[config.mk]
export PLATFORM = sky130hd
export DESIGN_NAME = srs_shade
export DESIGN_NICKNAME = d
export VERILOG_FILES = /design/src/hdl/srs_pkg.sv /design/src/hdl/srs_shade.sv
export SDC_FILE = /design/constraint.sdc
export NUM_CORES = 1
export LEC_CHECK = 0
export ABC_CLOCK_PERIOD_IN_PS = 3400
export BUFFER_PORTS_ARGS = -buffer_cell sky130_fd_sc_hd__buf_2
export CORE_UTILIZATION = 41
export CTS_CLUSTER_DIAMETER = 80
export DETAILED_ROUTE_END_ITERATION = 10
export PLACE_DENSITY = 0.94
export SLEW_MARGIN = 20
export SYNTH_ARGS = -nofsm -noshare
export SYNTH_HDL_FRONTEND = slang
export SYNTH_SLANG_ARGS = --single-unit
export TNS_END_PERCENT = 20
[constraint.sdc]
create_clock -name clock -period 3.4 [get_ports clock]
set_input_delay 0.17 -clock clock [delete_from_list [all_inputs] [get_ports clock]]
set_output_delay 0.17 -clock clock [all_outputs]
set_load 0.05 [all_outputs]
[src/hdl/srs_pkg.sv]
package srs_pkg;

   typedef logic [1:0] op_type;

   localparam op_type OP_LOAD  = 2'd0;
   localparam op_type OP_TICK  = 2'd1;
   localparam op_type OP_PIXEL = 2'd2;

   typedef logic [1:0] csr_index_type;

   localparam csr_index_type CSR_ANGLE_STEP      = 2'd0;
   localparam csr_index_type CSR_TRANSPARENT_KEY = 2'd1;
   localparam csr_index_type CSR_BACKGROUND      = 2'd2;

   localparam int unsigned ANGLE_W   = 9;
   localparam int unsigned COLOR_W   = 16;
   localparam int unsigned COORD_W   = 5;
   localparam int unsigned ADDR_W    = 10;
   localparam int unsigned STORE_DEPTH = 1 << ADDR_W;
   localparam int unsigned TRIG_W    = 16;
   localparam int unsigned FRAC_BITS = 14;
   // signed offset from the centre, and its product with a Q1.14 factor
   localparam int unsigned OFFS_W    = 7;
   localparam int unsigned PROD_W    = OFFS_W + TRIG_W;
   localparam int unsigned SUM_W     = PROD_W + 1;
   localparam int unsigned SRC_W     = SUM_W - FRAC_BITS;

   localparam logic [ANGLE_W:0] DEG_90  = 10'd90;
   localparam logic [ANGLE_W:0] DEG_180 = 10'd180;
   localparam logic [ANGLE_W:0] DEG_270 = 10'd270;
   localparam logic [ANGLE_W:0] DEG_360 = 10'd360;
   localparam logic [ANGLE_W:0] DEG_720 = 10'd720;

   localparam logic [ANGLE_W-1:0] ANGLE_STEP_RESET = 9'd3;
   localparam logic [COLOR_W-1:0] KEY_RESET        = 16'hFFFF;
   localparam logic [COLOR_W-1:0] BACKGROUND_RESET = 16'h0000;

   // round(16384 * sin(k degrees)) for k = 0..90
   localparam logic [14:0] SIN_TABLE [0:90] = '{
      15'd0,     15'd286,   15'd572,   15'd857,   15'd1143,  15'd1428,  15'd1713,
      15'd1997,  15'd2280,  15'd2563,  15'd2845,  15'd3126,  15'd3406,  15'd3686,
      15'd3964,  15'd4240,  15'd4516,  15'd4790,  15'd5063,  15'd5334,  15'd5604,
      15'd5872,  15'd6138,  15'd6402,  15'd6664,  15'd6924,  15'd7182,  15'd7438,
      15'd7692,  15'd7943,  15'd8192,  15'd8438,  15'd8682,  15'd8923,  15'd9162,
      15'd9397,  15'd9630,  15'd9860,  15'd10087, 15'd10311, 15'd10531, 15'd10749,
      15'd10963, 15'd11174, 15'd11381, 15'd11585, 15'd11786, 15'd11982, 15'd12176,
      15'd12365, 15'd12551, 15'd12733, 15'd12911, 15'd13085, 15'd13255, 15'd13421,
      15'd13583, 15'd13741, 15'd13894, 15'd14044, 15'd14189, 15'd14330, 15'd14466,
      15'd14598, 15'd14726, 15'd14849, 15'd14968, 15'd15082, 15'd15191, 15'd15296,
      15'd15396, 15'd15491, 15'd15582, 15'd15668, 15'd15749, 15'd15826, 15'd15897,
      15'd15964, 15'd16026, 15'd16083, 15'd16135, 15'd16182, 15'd16225, 15'd16262,
      15'd16294, 15'd16322, 15'd16344, 15'd16362, 15'd16374, 15'd16382, 15'd16384
   };

   typedef struct packed {
      op_type                op;
      logic [COORD_W-1:0]    dest_x;
      logic [COORD_W-1:0]    dest_y;
      logic [ADDR_W-1:0]     sprite_addr;
      logic [COLOR_W-1:0]    sprite_color;
   } req_type;

   typedef struct packed {
      logic [7:0] red;
      logic [7:0] green;
      logic [7:0] blue;
      logic       covered;
   } rsp_type;

   // rotated products for one item, plus the load payload
   typedef struct packed {
      op_type                   op;
      logic signed [PROD_W-1:0] px_cos;
      logic signed [PROD_W-1:0] py_sin;
      logic signed [PROD_W-1:0] py_cos;
      logic signed [PROD_W-1:0] px_sin;
      logic [ADDR_W-1:0]        sprite_addr;
      logic [COLOR_W-1:0]       sprite_color;
   } prod_type;

   typedef struct packed {
      logic               in_range;
      logic [COLOR_W-1:0] texel;
   } texel_type;

   // Q1.14 sine of an angle in 0..359 degrees
   function automatic logic signed [TRIG_W-1:0] sin_q14(input logic [ANGLE_W-1:0] deg);
      logic [ANGLE_W:0]        d;
      logic [6:0]              idx;
      logic                    neg;
      logic signed [TRIG_W-1:0] mag;
      d = {1'b0, deg};
      if (d < DEG_90) begin
         idx = 7'(d);
         neg = 1'b0;
      end else if (d < DEG_180) begin
         idx = 7'(DEG_180 - d);
         neg = 1'b0;
      end else if (d < DEG_270) begin
         idx = 7'(d - DEG_180);
         neg = 1'b1;
      end else begin
         idx = 7'(DEG_360 - d);
         neg = 1'b1;
      end
      mag = signed'({1'b0, SIN_TABLE[idx]});
      return neg ? -mag : mag;
   endfunction

   function automatic logic signed [TRIG_W-1:0] cos_q14(input logic [ANGLE_W-1:0] deg);
      logic [ANGLE_W:0] d;
      d = {1'b0, deg} + DEG_90;
      if (d >= DEG_360) begin
         d = d - DEG_360;
      end
      return sin_q14(ANGLE_W'(d));
   endfunction

endpackage

[src/hdl/srs_shade.sv]
module srs_shade (
   input  logic                         clock,
   input  logic                         reset,
   input  logic [srs_pkg::COLOR_W-1:0]  transparent_key,
   input  logic [srs_pkg::COLOR_W-1:0]  background_color,
   input  logic                         in_valid,
   output logic                         in_ready,
   input  srs_pkg::texel_type           in_data,
   output logic                         out_valid,
   input  logic                         out_ready,
   output srs_pkg::rsp_type             out_data
);
   import srs_pkg::*;

   logic               out_valid_ff;
   rsp_type            out_ff;
   rsp_type            out_in;
   logic               move;
   logic               covered;
   logic [COLOR_W-1:0] color;

   assign move     = !out_valid_ff || out_ready;
   assign in_ready = move;

   always_comb begin
      covered        = in_data.in_range && (in_data.texel != transparent_key);
      color          = covered ? in_data.texel : background_color;
      out_in.red     = {color[15:11], 3'b000};
      out_in.green   = {color[10:5], 2'b00};
      out_in.blue    = {color[4:0], 3'b000};
      out_in.covered = covered;
   end

   always_ff @(posedge clock) begin
      if (reset) begin
         out_valid_ff <= 1'b0;
      end else if (move) begin
         out_valid_ff <= in_valid;
      end
   end

   always_ff @(posedge clock) begin
      if (move && in_valid) begin
         out_ff <= out_in;
      end
   end

   assign out_valid = out_valid_ff;
   assign out_data  = out_ff;

endmodule

==> impl_metrics.toml, run 1 <==
[power]
swShare = 0.325
combPwrFrac = 0.316
power.share.clock = 0.197
p_leak_nw = 0.630
pwr-share-seq = 0.487
p_per_area_nw_per_um2 = 393
internal_power_mw = 0.367
peakVddDrop_v = 0.000189
switchingPower_mw = 0.176

[worst_setup_path]
startpoint_type = "primary input"
critPathKind = "in2reg"
critical_path_required_ps = 3430
reg2reg_depth = 2
reg2reg_from = "out_valid$_SDFFE_PP0N_"
crit_end = "out_data[14]$_DFFE_PP_"
rrSetupSlack_ps = 2020
cp-startpoint = "transparent_key[15]"
reg2reg_to = "out_data[14]$_DFFE_PP_"
endpoint_kind = "flop"
cp.arrival_ps = 1810
crit_fanout = 12

[grt]
track_usage = 0.165
grt_max_degree = 18
grt_pass1_vias = 810
grt_pass1_wl_um = 3170
antenna_found_initial = 0
grt_overflow = 0

[place]
placed_area_um2 = 1360
numPortBuffers = 71
pre_cts_slack_ps = 1300
place_congestion = 0.644

[route]
wire_per_inst_um = 11.7
vias = 790
firstDrtPassIters = 2
viasPerCell = 4.59
drt_iter0_drc = 4
drc = 0
wl_um = 2010
postRouteAntennaNets = 0

[sta]
finalHoldViolCount = 0
tightest_slew_ps = 724
clock.fmax_ghz = 0.562
final.setup.tns_ps = 0
period_needed_ps = 1780
rsz0062_at_grt = "false"
drv_slew = 0
finalCritPeriodShare = 0.523
setup_violations = 0
finalWorstSetupSlack_ps = 1620
max_slew_margin = 0.518
finClkSkew_ps = 12.4

[clocking]
cts_num_sinks = 18
cts_tree = "done"
ctsHoldBuffers = 0
clk_latency_ps = 290
htree_levels = 1
cts_setup_buffers = 0
clk_pin_slew_worst_paths_ps = 90
cts_buffers = 3
clock_path_buffers = 2
ctsResizeCount = 0
cts_root_buf = "clkbuf_4"

[floorplanning]
die_area_um2 = 2650
rows = 17
core-area_um2 = 2250
ioPinCount = 80
initial_core_util = 0.445
die_h_um = 51.5
die_w_um = 51.5

[synthesis]
yosysTopAreaCell = "edfxtp_1"
ys_warn_count = 0
syn_area_per_cell_um2 = 14.3
synthArstFlopShare = 0
yosys-top-cells-area = "edfxtp_1 51%, mux2_2 18%, xnor2_1 14%"
synth_cell_types = 13
synth.most_common_cell = "edfxtp_1"
synth_top_area_frac = 0.509
synth-seq-area-share = 0.529
synthFlopType = "edfxtp_1"
synth_common_cells = "17 x edfxtp_1, 16 x mux2_2, 16 x xnor2_1"
yosys_register_bits = 18
synth_area_um2 = 1000
syn_inst = 70
synth_edf_count = 17

[hold_path]
hp-class = "in2reg"
hold_start = "reset"

[run_status]
status = "finished, final reports clean"

[job]
maxCapViolCount = 0

[finish]
diodes = 0
finalNetCount = 198
drive_above_1_share = 0.639
final_core_util = 0.613
final_cell_area_um2 = 1380
layout-area-overhead-vs-synth_pct = 37.8
num-fill-cells = 183
[cells in the final DEF (no fill, tap or decap)]
cell type and instances:
a21oi_1 1, and2_1 1, buf_2 71, buf_4 1, clkbuf_1 1, clkbuf_4 3, conb_1 8, dfxtp_1 1
edfxtp_1 17, inv_1 2, mux2_2 16, nand2b_1 1, nand4_1 4, o41ai_4 1, xnor2_1 16
[power groups by stage]
stage               logic, mW  registers (mW)  clock network [mW]
floorplan              0.0735           0.323                   0
global placement        0.170           0.269                   0
finish                  0.172           0.265               0.107
detailed placement      0.173           0.270                   0
CTS                     0.173           0.265               0.112
global route            0.182           0.266               0.120
[critical path, cell delays in order]
cell and delay, ps:
buf_2 110, xnor2_1 160, nand4_1 160, o41ai_4 570
buf_4 290, mux2_2 350
[final cells by class]
class | count | area, µm² | area share
multi-input cells | 48 | 420 | 0.304
repair buffers | 72 | 363 | 0.262
clock buffers | 4 | 26.3 | 0.0190
flip-flops and latches | 18 | 531 | 0.384
inverters | 2 | 7.51 | 0.00543
well taps | 28 | 35.0 | 0.0253
[sequential cells by signal (all words and copies together), names as in the netlist]
name / flops
out_data: 17
out_valid: 1
[metal layers]
layer  track usage  up-vias  wire length [µm]
li1              -      387                 -
met1         0.164      346               766
met2         0.314       53              1010
met3        0.0357        4               203
met4        0.0811        0                29
met5             0        -                 0
[worst min-delay path by stage]
stage | endpoint | slack [ps] | cells after the start
2_1_floorplan | out_valid$_SDFFE_PP0N_ | 240 | 1
3_3_place_gp | out_valid$_SDFFE_PP0N_ | 320 | 2
3_5_place_dp | out_valid$_SDFFE_PP0N_ | 330 | 2
4_1_cts | out_valid$_SDFFE_PP0N_ | 20 | 2
5_1_grt | out_valid$_SDFFE_PP0N_ | 40 | 2
6_report | out_valid$_SDFFE_PP0N_ | 40 | 2
[stage by stage]
| step | cells | hold WS [ps] | total power, mW |
|---|---|---|---|
| finish | 172 | 38.8 | 0.543 |
| global route | 172 | 38.8 | 0.568 |
| CTS | 172 | 22.8 | 0.551 |
| detailed placement | 168 | 331 | 0.443 |
| global placement | 168 | 324 | 0.439 |
| floorplan | 77 | 239 | 0.396 |
[logic make-up (layout without fill, tap and decap cells)]
logic type / Yosys count / after routing / share of synthesized area
flops: 18 / 18 / 0.529
xor+xnor: 16 / 16 / 0.140
mux: 16 / 16 / 0.180
buf+inv: 11 / 78 / 0.0786
simple gates: 6 / 6 / 0.0374
compound gates: 2 / 2 / 0.0324
other cells: 1 / 8 / 0.00374
No activity file was read; power rests on OpenSTA's default activity.
==> run 2, diff against run 1 <==
--- a/config.mk
+++ b/config.mk
@@ -5,12 +5,12 @@
 export SDC_FILE = /design/constraint.sdc
 export NUM_CORES = 1
 export LEC_CHECK = 0
-export ABC_CLOCK_PERIOD_IN_PS = 3400
+export ABC_CLOCK_PERIOD_IN_PS = 1550
 export BUFFER_PORTS_ARGS = -buffer_cell sky130_fd_sc_hd__buf_2
-export CORE_UTILIZATION = 41
+export CORE_UTILIZATION = 35
 export CTS_CLUSTER_DIAMETER = 80
 export DETAILED_ROUTE_END_ITERATION = 10
-export PLACE_DENSITY = 0.94
+export PLACE_DENSITY = 0.87
 export SLEW_MARGIN = 20
 export SYNTH_ARGS = -nofsm -noshare
 export SYNTH_HDL_FRONTEND = slang
==> constraint.sdc (replaced) <==
create_clock -name clock -period 1.55 [get_ports clock]
set_input_delay 0.0775 -clock clock [delete_from_list [all_inputs] [get_ports clock]]
set_output_delay 0.0775 -clock clock [all_outputs]
set_load 0.05 [all_outputs]
==> impl_metrics.toml, run 2 (synthesis results as in run 1) <==
[run_status]
status = "finished, final reports clean"

[worst_setup_path]
critical_path_required_ps = 1600
cp-startpoint = "transparent_key[3]"
startpoint_type = "primary input"
cp.arrival_ps = 1560
critPathKind = "in2reg"
endpoint_kind = "flop"
crit_fanout = 6
reg2reg_from = "out_valid$_SDFFE_PP0N_"

[clocking]
htree_levels = 1
clk_latency_ps = 290
clock_path_buffers = 2
cts_buffers = 3
cts_root_buf = "clkbuf_4"
clk_pin_slew_worst_paths_ps = 100
cts_num_sinks = 18
cts_tree = "done"
cts_setup_buffers = 0

[sta]
finalHoldViolCount = 0
finalWorstSetupSlack_ps = 39.1
clock.fmax_ghz = 0.662
rsz0062_at_grt = "false"
period_needed_ps = 1510
finalCritPeriodShare = 0.975
drv_slew = 0
setup_violations = 0
finClkSkew_ps = 4.21

[place]
numPortBuffers = 71
place_congestion = 0.764
place_inst = 173
pre_cts_slack_ps = -265
dp_hpwl_um = 1860

[route]
viasPerCell = 4.54
drc = 0
vias = 813
postRouteAntennaNets = 0
wl_um = 2270
wire_per_inst_um = 12.7
firstDrtPassIters = 4
drt_iter0_drc = 35

[finish]
num-fill-cells = 227
final_core_util = 0.547
instances_no_fill = 179
finalNetCount = 202
layout_common_cells = "71 x buf_2, 17 x edfxtp_1, 13 x xnor2_1, 9 x mux2_4, 8 x conb_1"
register_area_um2 = 532
multiInputGateArea_um2 = 480
layout-area-overhead-vs-synth_pct = 49.1
largest_reg_flops = 17
diodes = 0
drive_above_1_share = 0.682
final_common_cell = "buf_2"

[floorplanning]
ioPinCount = 80
die_w_um = 55.5
core-area_um2 = 2730
die_h_um = 55.5
rows = 19
initial_core_util = 0.367
die_area_um2 = 3090

[grt]
grt_overflow = 0
grt_max_degree = 18
antenna_found_initial = 0
track_usage = 0.152
grt_pass1_vias = 784
grt_pass1_wl_um = 3500

[power]
p_leak_nw = 0.714
peakVddDrop_v = 0.000531
power_mw = 1.28
p_per_area_nw_per_um2 = 855

[hold_path]
hold_start = "background_color[15]"
hp-class = "in2reg"

[job]
maxCapViolCount = 0
## run 2: cell count changes in the layout (fill, tap and decap cells not counted), moves of 2 or more
| cell | before | now |
|---|---|---|
| mux2_2 | 16 | 7 |
| dlygate4sd3_1 | 0 | 2 |
| mux2_4 | 0 | 9 |
| xnor2_2 | 0 | 3 |
| xnor2_1 | 16 | 13 |
## run 2: final cells by class
cell class / count / area share
Timing Repair Buffer: 76 / 0.268
Inverter: 2 / 0.00502
Clock buffer: 4 / 0.0242
Sequential cell: 18 / 0.355
Tap cell: 31 / 0.0259
Multi-Input combinational cell: 48 / 0.321
## run 2: layer usage
layer | vias up | wire (µm) | GRT usage
li1 | 392 | - | -
met1 | 364 | 902 | 0.180
met2 | 55 | 1130 | 0.262
met3 | 2 | 232 | 0.0422
met4 | 0 | 10 | 0.0536
met5 | - | 0 | 0
## run 2: worst max-delay path: stages
cell	delay [ps]
buf_2	100
xnor2_1	170
nand4_1	200
o41ai_4	430
buf_4	230
mux2_2	340
## run 2: power breakdown
| part | internal [mW] | leakage (nW) | switching, mW | total, mW |
|---|---|---|---|---|
| registers | 0.573 | 0.173 | 0.00790 | 0.581 |
| logic | 0.156 | 0.520 | 0.255 | 0.411 |
| clock network | 0.143 | 0.0210 | 0.144 | 0.287 |
## run 2: what timing repair did
item                                    in CTS  in global routing
gates resized for setup                      0                  1
hold buffers                                 2                  0
endpoints found under the setup margin       0                  1
hold endpoints to repair                     1                  0
## run 2: final timing paths
check                           slack [ps]  cells past startpoint                     end
worst max-delay path                    40                      6  out_data[11]$_DFFE_PP_
worst min-delay path                    80                      2  out_data[24]$_DFFE_PP_
worst max register to register         400                      2  out_data[22]$_DFFE_PP_
worst min register to register         950                      2  out_data[13]$_DFFE_PP_
## run 2: stage by stage
stage / instance area (µm²) / setup TNS (ps) / hold slack (ps)
after floorplan: 1090 / -1580 / 139
after global placement: 1440 / -3260 / 227
after detailed placement: 1440 / -3410 / 239
after CTS: 1490 / 0 / 75.0
after global routing: 1500 / 0 / 64.0
final: 1500 / 0 / 83.9
