==> src/hdl/srs_pkg.sv <==
package srs_pkg;

   typedef logic [1:0] op_type;

   localparam op_type OP_LOAD  = 2'd0;
   localparam op_type OP_TICK  = 2'd1;
   localparam op_type OP_PIXEL = 2'd2;

   typedef logic [1:0] csr_index_type;

   localparam csr_index_type CSR_ANGLE_STEP      = 2'd0;
   localparam csr_index_type CSR_TRANSPARENT_KEY = 2'd1;
   localparam csr_index_type CSR_BACKGROUND      = 2'd2;

   localparam int unsigned ANGLE_W   = 9;
   localparam int unsigned COLOR_W   = 16;
   localparam int unsigned COORD_W   = 5;
   localparam int unsigned ADDR_W    = 10;
   localparam int unsigned STORE_DEPTH = 1 << ADDR_W;
   localparam int unsigned TRIG_W    = 16;
   localparam int unsigned FRAC_BITS = 14;
   // signed offset from the centre, and its product with a Q1.14 factor
   localparam int unsigned OFFS_W    = 7;
   localparam int unsigned PROD_W    = OFFS_W + TRIG_W;
   localparam int unsigned SUM_W     = PROD_W + 1;
   localparam int unsigned SRC_W     = SUM_W - FRAC_BITS;

   localparam logic [ANGLE_W:0] DEG_90  = 10'd90;
   localparam logic [ANGLE_W:0] DEG_180 = 10'd180;
   localparam logic [ANGLE_W:0] DEG_270 = 10'd270;
   localparam logic [ANGLE_W:0] DEG_360 = 10'd360;
   localparam logic [ANGLE_W:0] DEG_720 = 10'd720;

   localparam logic [ANGLE_W-1:0] ANGLE_STEP_RESET = 9'd3;
   localparam logic [COLOR_W-1:0] KEY_RESET        = 16'hFFFF;
   localparam logic [COLOR_W-1:0] BACKGROUND_RESET = 16'h0000;

   // round(16384 * sin(k degrees)) for k = 0..90
   localparam logic [14:0] SIN_TABLE [0:90] = '{
      15'd0,     15'd286,   15'd572,   15'd857,   15'd1143,  15'd1428,  15'd1713,
      15'd1997,  15'd2280,  15'd2563,  15'd2845,  15'd3126,  15'd3406,  15'd3686,
      15'd3964,  15'd4240,  15'd4516,  15'd4790,  15'd5063,  15'd5334,  15'd5604,
      15'd5872,  15'd6138,  15'd6402,  15'd6664,  15'd6924,  15'd7182,  15'd7438,
      15'd7692,  15'd7943,  15'd8192,  15'd8438,  15'd8682,  15'd8923,  15'd9162,
      15'd9397,  15'd9630,  15'd9860,  15'd10087, 15'd10311, 15'd10531, 15'd10749,
      15'd10963, 15'd11174, 15'd11381, 15'd11585, 15'd11786, 15'd11982, 15'd12176,
      15'd12365, 15'd12551, 15'd12733, 15'd12911, 15'd13085, 15'd13255, 15'd13421,
      15'd13583, 15'd13741, 15'd13894, 15'd14044, 15'd14189, 15'd14330, 15'd14466,
      15'd14598, 15'd14726, 15'd14849, 15'd14968, 15'd15082, 15'd15191, 15'd15296,
      15'd15396, 15'd15491, 15'd15582, 15'd15668, 15'd15749, 15'd15826, 15'd15897,
      15'd15964, 15'd16026, 15'd16083, 15'd16135, 15'd16182, 15'd16225, 15'd16262,
      15'd16294, 15'd16322, 15'd16344, 15'd16362, 15'd16374, 15'd16382, 15'd16384
   };

   typedef struct packed {
      op_type                op;
      logic [COORD_W-1:0]    dest_x;
      logic [COORD_W-1:0]    dest_y;
      logic [ADDR_W-1:0]     sprite_addr;
      logic [COLOR_W-1:0]    sprite_color;
   } req_type;

   typedef struct packed {
      logic [7:0] red;
      logic [7:0] green;
      logic [7:0] blue;
      logic       covered;
   } rsp_type;

   // rotated products for one item, plus the load payload
   typedef struct packed {
      op_type                   op;
      logic signed [PROD_W-1:0] px_cos;
      logic signed [PROD_W-1:0] py_sin;
      logic signed [PROD_W-1:0] py_cos;
      logic signed [PROD_W-1:0] px_sin;
      logic [ADDR_W-1:0]        sprite_addr;
      logic [COLOR_W-1:0]       sprite_color;
   } prod_type;

   typedef struct packed {
      logic               in_range;
      logic [COLOR_W-1:0] texel;
   } texel_type;

   // Q1.14 sine of an angle in 0..359 degrees
   function automatic logic signed [TRIG_W-1:0] sin_q14(input logic [ANGLE_W-1:0] deg);
      logic [ANGLE_W:0]        d;
      logic [6:0]              idx;
      logic                    neg;
      logic signed [TRIG_W-1:0] mag;
      d = {1'b0, deg};
      if (d < DEG_90) begin
         idx = 7'(d);
         neg = 1'b0;
      end else if (d < DEG_180) begin
         idx = 7'(DEG_180 - d);
         neg = 1'b0;
      end else if (d < DEG_270) begin
         idx = 7'(d - DEG_180);
         neg = 1'b1;
      end else begin
         idx = 7'(DEG_360 - d);
         neg = 1'b1;
      end
      mag = signed'({1'b0, SIN_TABLE[idx]});
      return neg ? -mag : mag;
   endfunction

   function automatic logic signed [TRIG_W-1:0] cos_q14(input logic [ANGLE_W-1:0] deg);
      logic [ANGLE_W:0] d;
      d = {1'b0, deg} + DEG_90;
      if (d >= DEG_360) begin
         d = d - DEG_360;
      end
      return sin_q14(ANGLE_W'(d));
   endfunction

endpackage

==> src/hdl/srs_rotate.sv <==
module srs_rotate #(
   parameter int unsigned SPRITE_SIZE = 32
) (
   input  logic                          clock,
   input  logic                          reset,
   input  logic [srs_pkg::ANGLE_W-1:0]   angle_step,
   input  logic                          in_valid,
   output logic                          in_ready,
   input  srs_pkg::req_type              in_data,
   output logic                          out_valid,
   input  logic                          out_ready,
   output srs_pkg::prod_type             out_data
);
   import srs_pkg::*;

   localparam int unsigned HALF = SPRITE_SIZE / 2;

   logic                     s1_valid_ff;
   req_type                  req_ff;
   logic                     s2_valid_ff;
   logic                     s2_valid_in;
   prod_type                 prod_ff;
   prod_type                 prod_in;
   logic [ANGLE_W-1:0]       angle_ff;
   logic [ANGLE_W-1:0]       angle_in;
   logic [ANGLE_W:0]         angle_sum;
   logic                     s1_move;
   logic                     s2_move;
   logic                     tick;
   logic signed [TRIG_W-1:0] cos_val;
   logic signed [TRIG_W-1:0] sin_val;
   logic signed [OFFS_W-1:0] px;
   logic signed [OFFS_W-1:0] py;

   assign s2_move  = !s2_valid_ff || out_ready;
   assign s1_move  = !s1_valid_ff || s2_move;
   assign in_ready = s1_move;
   assign tick     = s1_valid_ff && s2_move && (req_ff.op == OP_TICK);

   always_comb begin
      angle_sum = {1'b0, angle_ff} + {1'b0, angle_step};
      if (angle_sum >= DEG_720) begin
         angle_sum = angle_sum - DEG_720;
      end else if (angle_sum >= DEG_360) begin
         angle_sum = angle_sum - DEG_360;
      end
      angle_in = tick ? ANGLE_W'(angle_sum) : angle_ff;
   end

   always_comb begin
      cos_val = cos_q14(angle_ff);
      sin_val = sin_q14(angle_ff);
      px      = signed'(OFFS_W'(req_ff.dest_x)) - signed'(OFFS_W'(HALF));
      py      = signed'(OFFS_W'(req_ff.dest_y)) - signed'(OFFS_W'(HALF));
      prod_in.op           = req_ff.op;
      prod_in.px_cos       = PROD_W'(px) * PROD_W'(cos_val);
      prod_in.py_sin       = PROD_W'(py) * PROD_W'(sin_val);
      prod_in.py_cos       = PROD_W'(py) * PROD_W'(cos_val);
      prod_in.px_sin       = PROD_W'(px) * PROD_W'(sin_val);
      prod_in.sprite_addr  = req_ff.sprite_addr;
      prod_in.sprite_color = req_ff.sprite_color;
      // ticks end here, and so does an unused op
      s2_valid_in = s1_valid_ff &&
                    ((req_ff.op == OP_LOAD) || (req_ff.op == OP_PIXEL));
   end

   always_ff @(posedge clock) begin
      if (reset) begin
         s1_valid_ff <= 1'b0;
         s2_valid_ff <= 1'b0;
         angle_ff    <= '0;
      end else begin
         angle_ff <= angle_in;
         if (s1_move) begin
            s1_valid_ff <= in_valid;
         end
         if (s2_move) begin
            s2_valid_ff <= s2_valid_in;
         end
      end
   end

   always_ff @(posedge clock) begin
      if (s1_move && in_valid) begin
         req_ff <= in_data;
      end
      if (s2_move && s1_valid_ff) begin
         prod_ff <= prod_in;
      end
   end

   assign out_valid = s2_valid_ff;
   assign out_data  = prod_ff;

endmodule

==> config.mk <==
export PLATFORM = sky130hd
export DESIGN_NAME = srs_rotate
export DESIGN_NICKNAME = d
export VERILOG_FILES = /design/src/hdl/srs_pkg.sv /design/src/hdl/srs_rotate.sv
export SDC_FILE = /design/constraint.sdc
export NUM_CORES = 1
export LEC_CHECK = 0
export ABC_AREA = 1
export BUFFER_PORTS_ARGS = -buffer_cell sky130_fd_sc_hd__buf_2
export CELL_PAD_IN_SITES_DETAIL_PLACEMENT = 0
export CELL_PAD_IN_SITES_GLOBAL_PLACEMENT = 1
export CORE_ASPECT_RATIO = 0.9
export CORE_MARGIN = 1
export CORE_UTILIZATION = 48
export DETAILED_ROUTE_END_ITERATION = 10
export GPL_ROUTABILITY_DRIVEN = 0
export PLACE_DENSITY = 0.81
export SLEW_MARGIN = 25
export SYNTH_ARGS = -nofsm -noshare
export SYNTH_HDL_FRONTEND = slang
export SYNTH_SLANG_ARGS = --single-unit
==> constraint.sdc <==
create_clock -name clock -period 10.8 [get_ports clock]
set_clock_uncertainty 0.05 [all_clocks]
set_input_delay 2.16 -clock clock [delete_from_list [all_inputs] [get_ports clock]]
set_output_delay 2.16 -clock clock [all_outputs]
set_load 0.005 [all_outputs]
==> flow_metrics.env, run 1 <==
export IMPL_hp_start="prod_in[23]"
export IMPL_relSlewSlack_pct=33.1
export IMPL_fin_tns_setup_ns=0
export IMPL_syn2layout_area_growth_pct=10.1
export IMPL_syn_area_per_cell_um2=8.16
export IMPL_grt_antenna_before_repair=0
export IMPL_cts_buffers=17
export IMPL_crit_top_cell="nand2_1"
export IMPL_fillCellCount=4257
export IMPL_r2r_cells=58
export IMPL_synth_most_common_cell="nand2_1"
export IMPL_final_nets=3438
export IMPL_core_um2=45800
export IMPL_synth_top_area_share_pct=23.9
export IMPL_synth_area_leaders="fa_1, edfxtp_1, ha_1"
export IMPL_synth_cell_type_count=57
export IMPL_critical_path_class="reg2reg"
export IMPL_io_pins=173
export IMPL_grtUsageTotal_pct=26.4
export IMPL_end_kind="flip-flop"
export IMPL_seq_area_frac_synth_pct=21.5
export IMPL_synth_cells=2761
export IMPL_cp_start_kind="flip-flop"
export IMPL_fmax_mhz=103
export IMPL_drive_gt1_share_pct=11.4
export IMPL_grt_max_degree=66
export IMPL_r2r_end="out_data[70]"
export IMPL_status="finished clean"
export IMPL_clockBufferDepth=2
export IMPL_dpl_worst_slack_ns=0.952
export IMPL_rr_startpoint="angle_ff[1]"
export IMPL_cap_violations=0
export IMPL_cts_root_buf="clkbuf_16"
export IMPL_clock_sinks=165
export IMPL_ys_warn_count=0
export IMPL_drt_wl_total_um=60700
export IMPL_endpoint="out_data[70]"
export IMPL_fin_crit_ns=9.71
export IMPL_synth_cell_area_um2=22500
export IMPL_post_drt_wl_per_cell_um=17.2
export IMPL_slowest_stage="a21oi_1"
export IMPL_htreeDepth=4
export IMPL_route_detailed_drc=0
export IMPL_grt_pass1_wl_um=100000
export IMPL_die_width_um=230
export IMPL_timing_final_ws_setup_ns=1.09
export IMPL_grt_pass1_vias=19200
export IMPL_port_buffers=172
export IMPL_placed_cell_area_um2=24100
export IMPL_via_count=19100
export IMPL_cp_data_arrival_time_ns=9.89
export IMPL_rsz0062_at_grt="false"
export IMPL_async_flop_share_pct=0
export IMPL_grt_overflow_total=0
export IMPL_initial_core_util_pct=49.1
export IMPL_synth_seq_cells=165
export IMPL_syn_num_nets=3288
export IMPL_max_stage_delay_ns=0.58
export IMPL_drt_iter0_drc=1599
export IMPL_row_count=74
export IMPL_setup_violations=0
export IMPL_hold_viol=0
export IMPL_synth_top_cells_by_count="nand2_1, inv_1, nor2_1"
export IMPL_die_h_um=208
export IMPL_num_antenna_cells=0
export IMPL_final_cell_area_um2=24800
export IMPL_worstHoldPathType="reg2reg"
export IMPL_synth_flop_cell="edfxtp_1"
export IMPL_rrSetupSlack_ns=1.09
export IMPL_clk_pin_slew_ns=0.08
export IMPL_startpoint="angle_ff[1]"
export IMPL_post_route_period_util_pct=89.9
export IMPL_fp_dieArea_um2=47800
export IMPL_vias_per_cell=5.41
export IMPL_drv_slew=0
export IMPL_clkLatencyLatePin_ns=0.49
export IMPL_worst_slew_pin_slew_ns=0.998
export IMPL_dr_pass1_iters=9
export IMPL_drtAntennaViolNets=0
export IMPL_synth_edff_count=154
export IMPL_dp_hpwl_um=47100
export IMPL_required_ns=10.99
export IMPL_worst_path_max_fanout=29
export IMPL_cts_tree="done"
export IMPL_synth_largest_area_cell="fa_1"
==> registers in the layout, indices dropped and copies added (netlist names) <==
name and flops:
out_valid 1, s1_valid_ff 1, angle_ff 9, out_data 116, req_ff 10, prod_in 28
==> worst min-delay path by stage <==
stage,cells past startpoint,to,slack [ns]
3_3_place_gp,0,out_data[2],0.35
5_1_grt,0,out_data[2],0.38
2_1_floorplan,0,out_data[0],0.35
4_1_cts,0,out_data[23],0.37
3_5_place_dp,0,out_data[22],0.35
6_report,0,out_data[23],0.37
==> metrics by stage <==
step / hold slack, ns / instances / util (%)
2_1_floorplan: 0.350 / 2761 / -
3_3_place_gp: 0.350 / 3499 / 52.7
3_5_place_dp: 0.355 / 3499 / 52.7
4_1_cts: 0.372 / 3531 / 54.0
5_1_grt: 0.380 / 3532 / 54.1
6_report: 0.370 / 3532 / 54.1
==> final cells by class <==
cell class	instances	area, µm²	share of cell area, %
inverter	401	1510	6.07
clock inverter	15	200	0.807
tap	608	761	3.07
timing repair buffer	230	1300	5.26
clock buffer	17	425	1.72
sequential	165	4850	19.5
multi-input combinational	2096	15800	63.5
==> metal layers <==
layer / track usage, % / share of wire (%)
met5: 0 / 0
met4: 8.68 / 2.3
met3: 3.60 / 6.5
met2: 42.7 / 46
met1: 36.4 / 45
==> cell usage in the layout, fill, tap and decap left out, drive strengths merged, types with 2 or more instances in the layout <==
cell / instances
a31oi: 7
inv: 399
nand2: 680
o211ai: 14
o311ai: 4
buf: 230
a21o: 7
nand4: 11
ha: 207
edfxtp: 154
nor2: 292
dfxtp: 11
o31ai: 4
o21ai: 117
xnor2: 36
a211oi: 6
a22oi: 2
or2: 4
o221ai: 4
xor2: 76
o21a: 2
nand3: 191
nand3b: 5
clkbuf: 17
o22ai: 9
nor3: 7
o2111ai: 3
a21oi: 123
o21bai: 10
clkinv: 16
fa: 269
==> worst max-delay path, delay by kind of cell (launching register included) <==
kind,cells,cell delay [ns]
XOR/XNOR,2,0.35
adder cells (fa/ha/maj),6,2.54
flip-flops,1,0.49
buffers and inverters,8,0.78
AND/OR/NAND/NOR,33,3.29
AO/OA/AOI/OAI,9,1.91
==> timing repair <==
| action | 4_1_cts | 5_1_grt |
|---|---|---|
| buffers inserted | 0 | 0 |
| hold buffers | 0 | 0 |
| resized for setup | 0 | 9 |
| setup endpoints to repair | 0 | 5 |
==> cell families after synthesis <==
family	synth area share, %
xor+xnor	4.50
simple gates	22.0
buf+inv	8.68
compound gates	7.91
flops	21.5
fa+ha+maj	35.4
Power of run 1 is left out: the tool's default activity adds up to more than one toggle a clock period on the data nets, which glitch-free logic cannot reach.
==> inputs of run 2 (changes only) <==
--- a/config.mk
+++ b/config.mk
@@ -5,16 +5,15 @@
 export SDC_FILE = /design/constraint.sdc
 export NUM_CORES = 1
 export LEC_CHECK = 0
-export ABC_AREA = 1
+export ABC_AREA = 0
 export BUFFER_PORTS_ARGS = -buffer_cell sky130_fd_sc_hd__buf_2
 export CELL_PAD_IN_SITES_DETAIL_PLACEMENT = 0
 export CELL_PAD_IN_SITES_GLOBAL_PLACEMENT = 1
 export CORE_ASPECT_RATIO = 0.9
-export CORE_MARGIN = 1
-export CORE_UTILIZATION = 48
+export CORE_UTILIZATION = 49
 export DETAILED_ROUTE_END_ITERATION = 10
 export GPL_ROUTABILITY_DRIVEN = 0
-export PLACE_DENSITY = 0.81
+export PLACE_DENSITY = 0.8
 export SLEW_MARGIN = 25
 export SYNTH_ARGS = -nofsm -noshare
 export SYNTH_HDL_FRONTEND = slang
==> flow_metrics.env, run 2 <==
export IMPL_final_cells=3761
export IMPL_cts_root_buf="clkbuf_16"
export IMPL_synth_cells=2776
export IMPL_drv_slew=0
export IMPL_drt_wl_total_um=68800
export IMPL_finish_utilization_pct=57.9
export IMPL_rrSetupSlack_ns=0.44
export IMPL_synth_cell_area_um2=25100
export IMPL_required_ns=10.99
export IMPL_post_route_period_util_pct=95.9
export IMPL_max_stage_delay_ns=0.57
export IMPL_worst_hold_path_num_cells=0
export IMPL_power_density_nw_per_um2=339
export IMPL_mostFrequentLayoutCell="buf_4"
export IMPL_io_pins=173
export IMPL_relSlewSlack_pct=24.1
export IMPL_ir_drop_uv=293
export IMPL_synth_largest_area_cell="fa_1"
export IMPL_ys_warn_count=0
export IMPL_initial_core_util_pct=49.7
export IMPL_hp_start="prod_in[19]"
export IMPL_fp_dieArea_um2=52100
export IMPL_grt_antenna_before_repair=1
export IMPL_internal_power_mw=5.24
export IMPL_synth_seq_cells=165
export IMPL_num_antenna_cells=0
export IMPL_timing_final_ws_setup_ns=0.438
export IMPL_placed_cells=3713
export IMPL_fmax_mhz=96.5
export IMPL_final_cell_area_um2=29200
export IMPL_cp_data_arrival_time_ns=10.55
export IMPL_end_kind="flip-flop"
export IMPL_worst_slew_pin_slew_ns=1.12
export IMPL_hold_viol=0
export IMPL_grt_overflow_total=0
export IMPL_pwr_share_clk_pct=6.5
export IMPL_power_switching_mw=4.67
export IMPL_worst_path_max_fanout=11
export IMPL_setup_violations=0
export IMPL_die_h_um=217
export IMPL_synth_area_leaders="fa_1, edfxtp_1, ha_1"
export IMPL_synth_cell_type_count=113
export IMPL_seqPwrFrac_pct=13.2
export IMPL_htreeDepth=4
export IMPL_syn_area_per_cell_um2=9.04
export IMPL_synth_flop_cell="edfxtp_1"
export IMPL_cap_violations=0
export IMPL_seq_area_frac_synth_pct=19.3
export IMPL_clkLatencyLatePin_ns=0.50
export IMPL_drt_iter0_drc=2006
export IMPL_synth_top_area_share_pct=21.5
export IMPL_slowest_stage="fa_2"
export IMPL_largest_register_ffs=116
export IMPL_port_buffers=172
export IMPL_cts_tree="done"
export IMPL_grt_pass1_vias=22500
export IMPL_status="finished clean"
export IMPL_hold_path_end="out_data[19]"
export IMPL_post_drt_wl_per_cell_um=18.3
export IMPL_clockBufferDepth=2
export IMPL_via_count=22000
export IMPL_startpoint="angle_ff[3]"
export IMPL_core_um2=50500
export IMPL_cts_buffers=17
export IMPL_cp_start_kind="flip-flop"
export IMPL_syn2layout_area_growth_pct=16.4
export IMPL_grt_pass1_wl_um=114000
export IMPL_dp_hpwl_um=52300
export IMPL_r2r_cells=50
export IMPL_clock_sinks=165
export IMPL_drive_gt1_share_pct=21.5
export IMPL_route_detailed_drc=0
export IMPL_vias_per_cell=5.85
export IMPL_placed_cell_area_um2=28100
export IMPL_final_nets=3595
export IMPL_pwr_share_comb_pct=80.3
export IMPL_synth_top_cells_by_count="nand2_1, inv_1, fa_1"
export IMPL_synth_edff_count=154
export IMPL_dr_pass1_iters=8
export IMPL_rr_startpoint="angle_ff[3]"
export IMPL_die_width_um=241
export IMPL_p_leak_nw=13.2
export IMPL_row_count=78
export IMPL_async_flop_share_pct=0
export IMPL_dpl_worst_slack_ns=-0.228
export IMPL_worstHoldPathType="reg2reg"
export IMPL_r2r_end="out_data[116]"
export IMPL_fin_crit_ns=10.36
export IMPL_grt_max_degree=70
export IMPL_switching_share_pct=47.1
export IMPL_mostFrequentLayoutCells="buf_4, nand2_1, inv_1"
export IMPL_clk_pin_slew_ns=0.08
export IMPL_drtAntennaViolNets=0
export IMPL_grtUsageTotal_pct=27.3
export IMPL_synth_most_common_cell="nand2_1"
export IMPL_syn_num_nets=3303
export IMPL_critical_path_class="reg2reg"
[run 2: power by group through the flow]
stage / registers, mW / logic [mW] / clock network [mW]
5_1_grt: 1.32 / 9.08 / 0.686
2_1_floorplan: 1.34 / 5.41 / 0
4_1_cts: 1.31 / 7.84 / 0.664
3_3_place_gp: 1.32 / 7.57 / 0
6_report: 1.31 / 7.96 / 0.644
3_5_place_dp: 1.32 / 7.74 / 0
[run 2: what timing repair did]
| item | in CTS | in global routing |
|---|---|---|
| hold buffers | 0 | 0 |
| setup buffers | 0 | 15 |
| gates resized for setup | 11 | 83 |
| endpoints found under the setup margin | 6 | 21 |
| pin swaps | 2 | 40 |
[run 2: cells by family (layout without fill, tap and decap cells)]
| kind of cell | Yosys count | count (layout) | synth area share, % |
|---|---|---|---|
| flip-flops | 165 | 165 | 19.3 |
| AND/OR/NAND/NOR | 849 | 849 | 16.8 |
| multiplexers | 54 | 54 | 2.45 |
| buffers and inverters | 472 | 777 | 7.60 |
| AO/OA/AOI/OAI | 632 | 632 | 17.6 |
| adder cells (fa/ha/maj) | 476 | 476 | 31.8 |
| XOR/XNOR | 128 | 128 | 4.50 |
[run 2: critical path, delay by kind of cell (launching register included)]
kind / cells / cell delay, ns
AND/OR/NAND/NOR: 6 / 0.83
flip-flops: 1 / 0.34
buffers and inverters: 11 / 1.22
AO/OA/AOI/OAI: 23 / 4.19
adder cells (fa/ha/maj): 8 / 3.06
XOR/XNOR: 2 / 0.37
[run 2: final cells by class]
type,count,area [µm²]
well taps,680,851
flip-flops and latches,165,4850
clock buffers,17,425
repair buffers,468,3160
inverters,277,1040
multi-input cells,2139,18700
clock inverters,15,196
fillers,4468,21200
[run 2: worst max path at each step]
stage,endpoint,slack [ns],depth (start not counted)
floorplan,out_data[116],0.05,54
global placement,out_data[69],-0.09,51
detailed placement,out_data[69],-0.23,51
CTS,out_data[116],0.003,52
global route,out_data[116],-0.03,49
finish,out_data[116],0.44,50
[run 2: routing by layer]
layer	part of all wire [%]	vias up	GRT usage (%)	routed length [µm]
met5	0	-	0	0
li1	-	10200	-	-
met4	3.7	0	10.4	2520
met3	6.5	216	4.56	4460
met1	41	10700	35.5	28500
met2	48	857	45.2	33300
[run 2: per-stage QoR]
step / hold WS, ns / setup TNS, ns / power, mW
after floorplan: 0.350 / 0 / 6.75
after global placement: 0.350 / -0.0856 / 8.89
after detailed placement: 0.355 / -0.682 / 9.06
after CTS: 0.369 / 0 / 9.82
after global routing: 0.377 / -0.0574 / 11.1
final: 0.368 / 0 / 9.92
No activity file was read; power rests on OpenSTA's default activity.
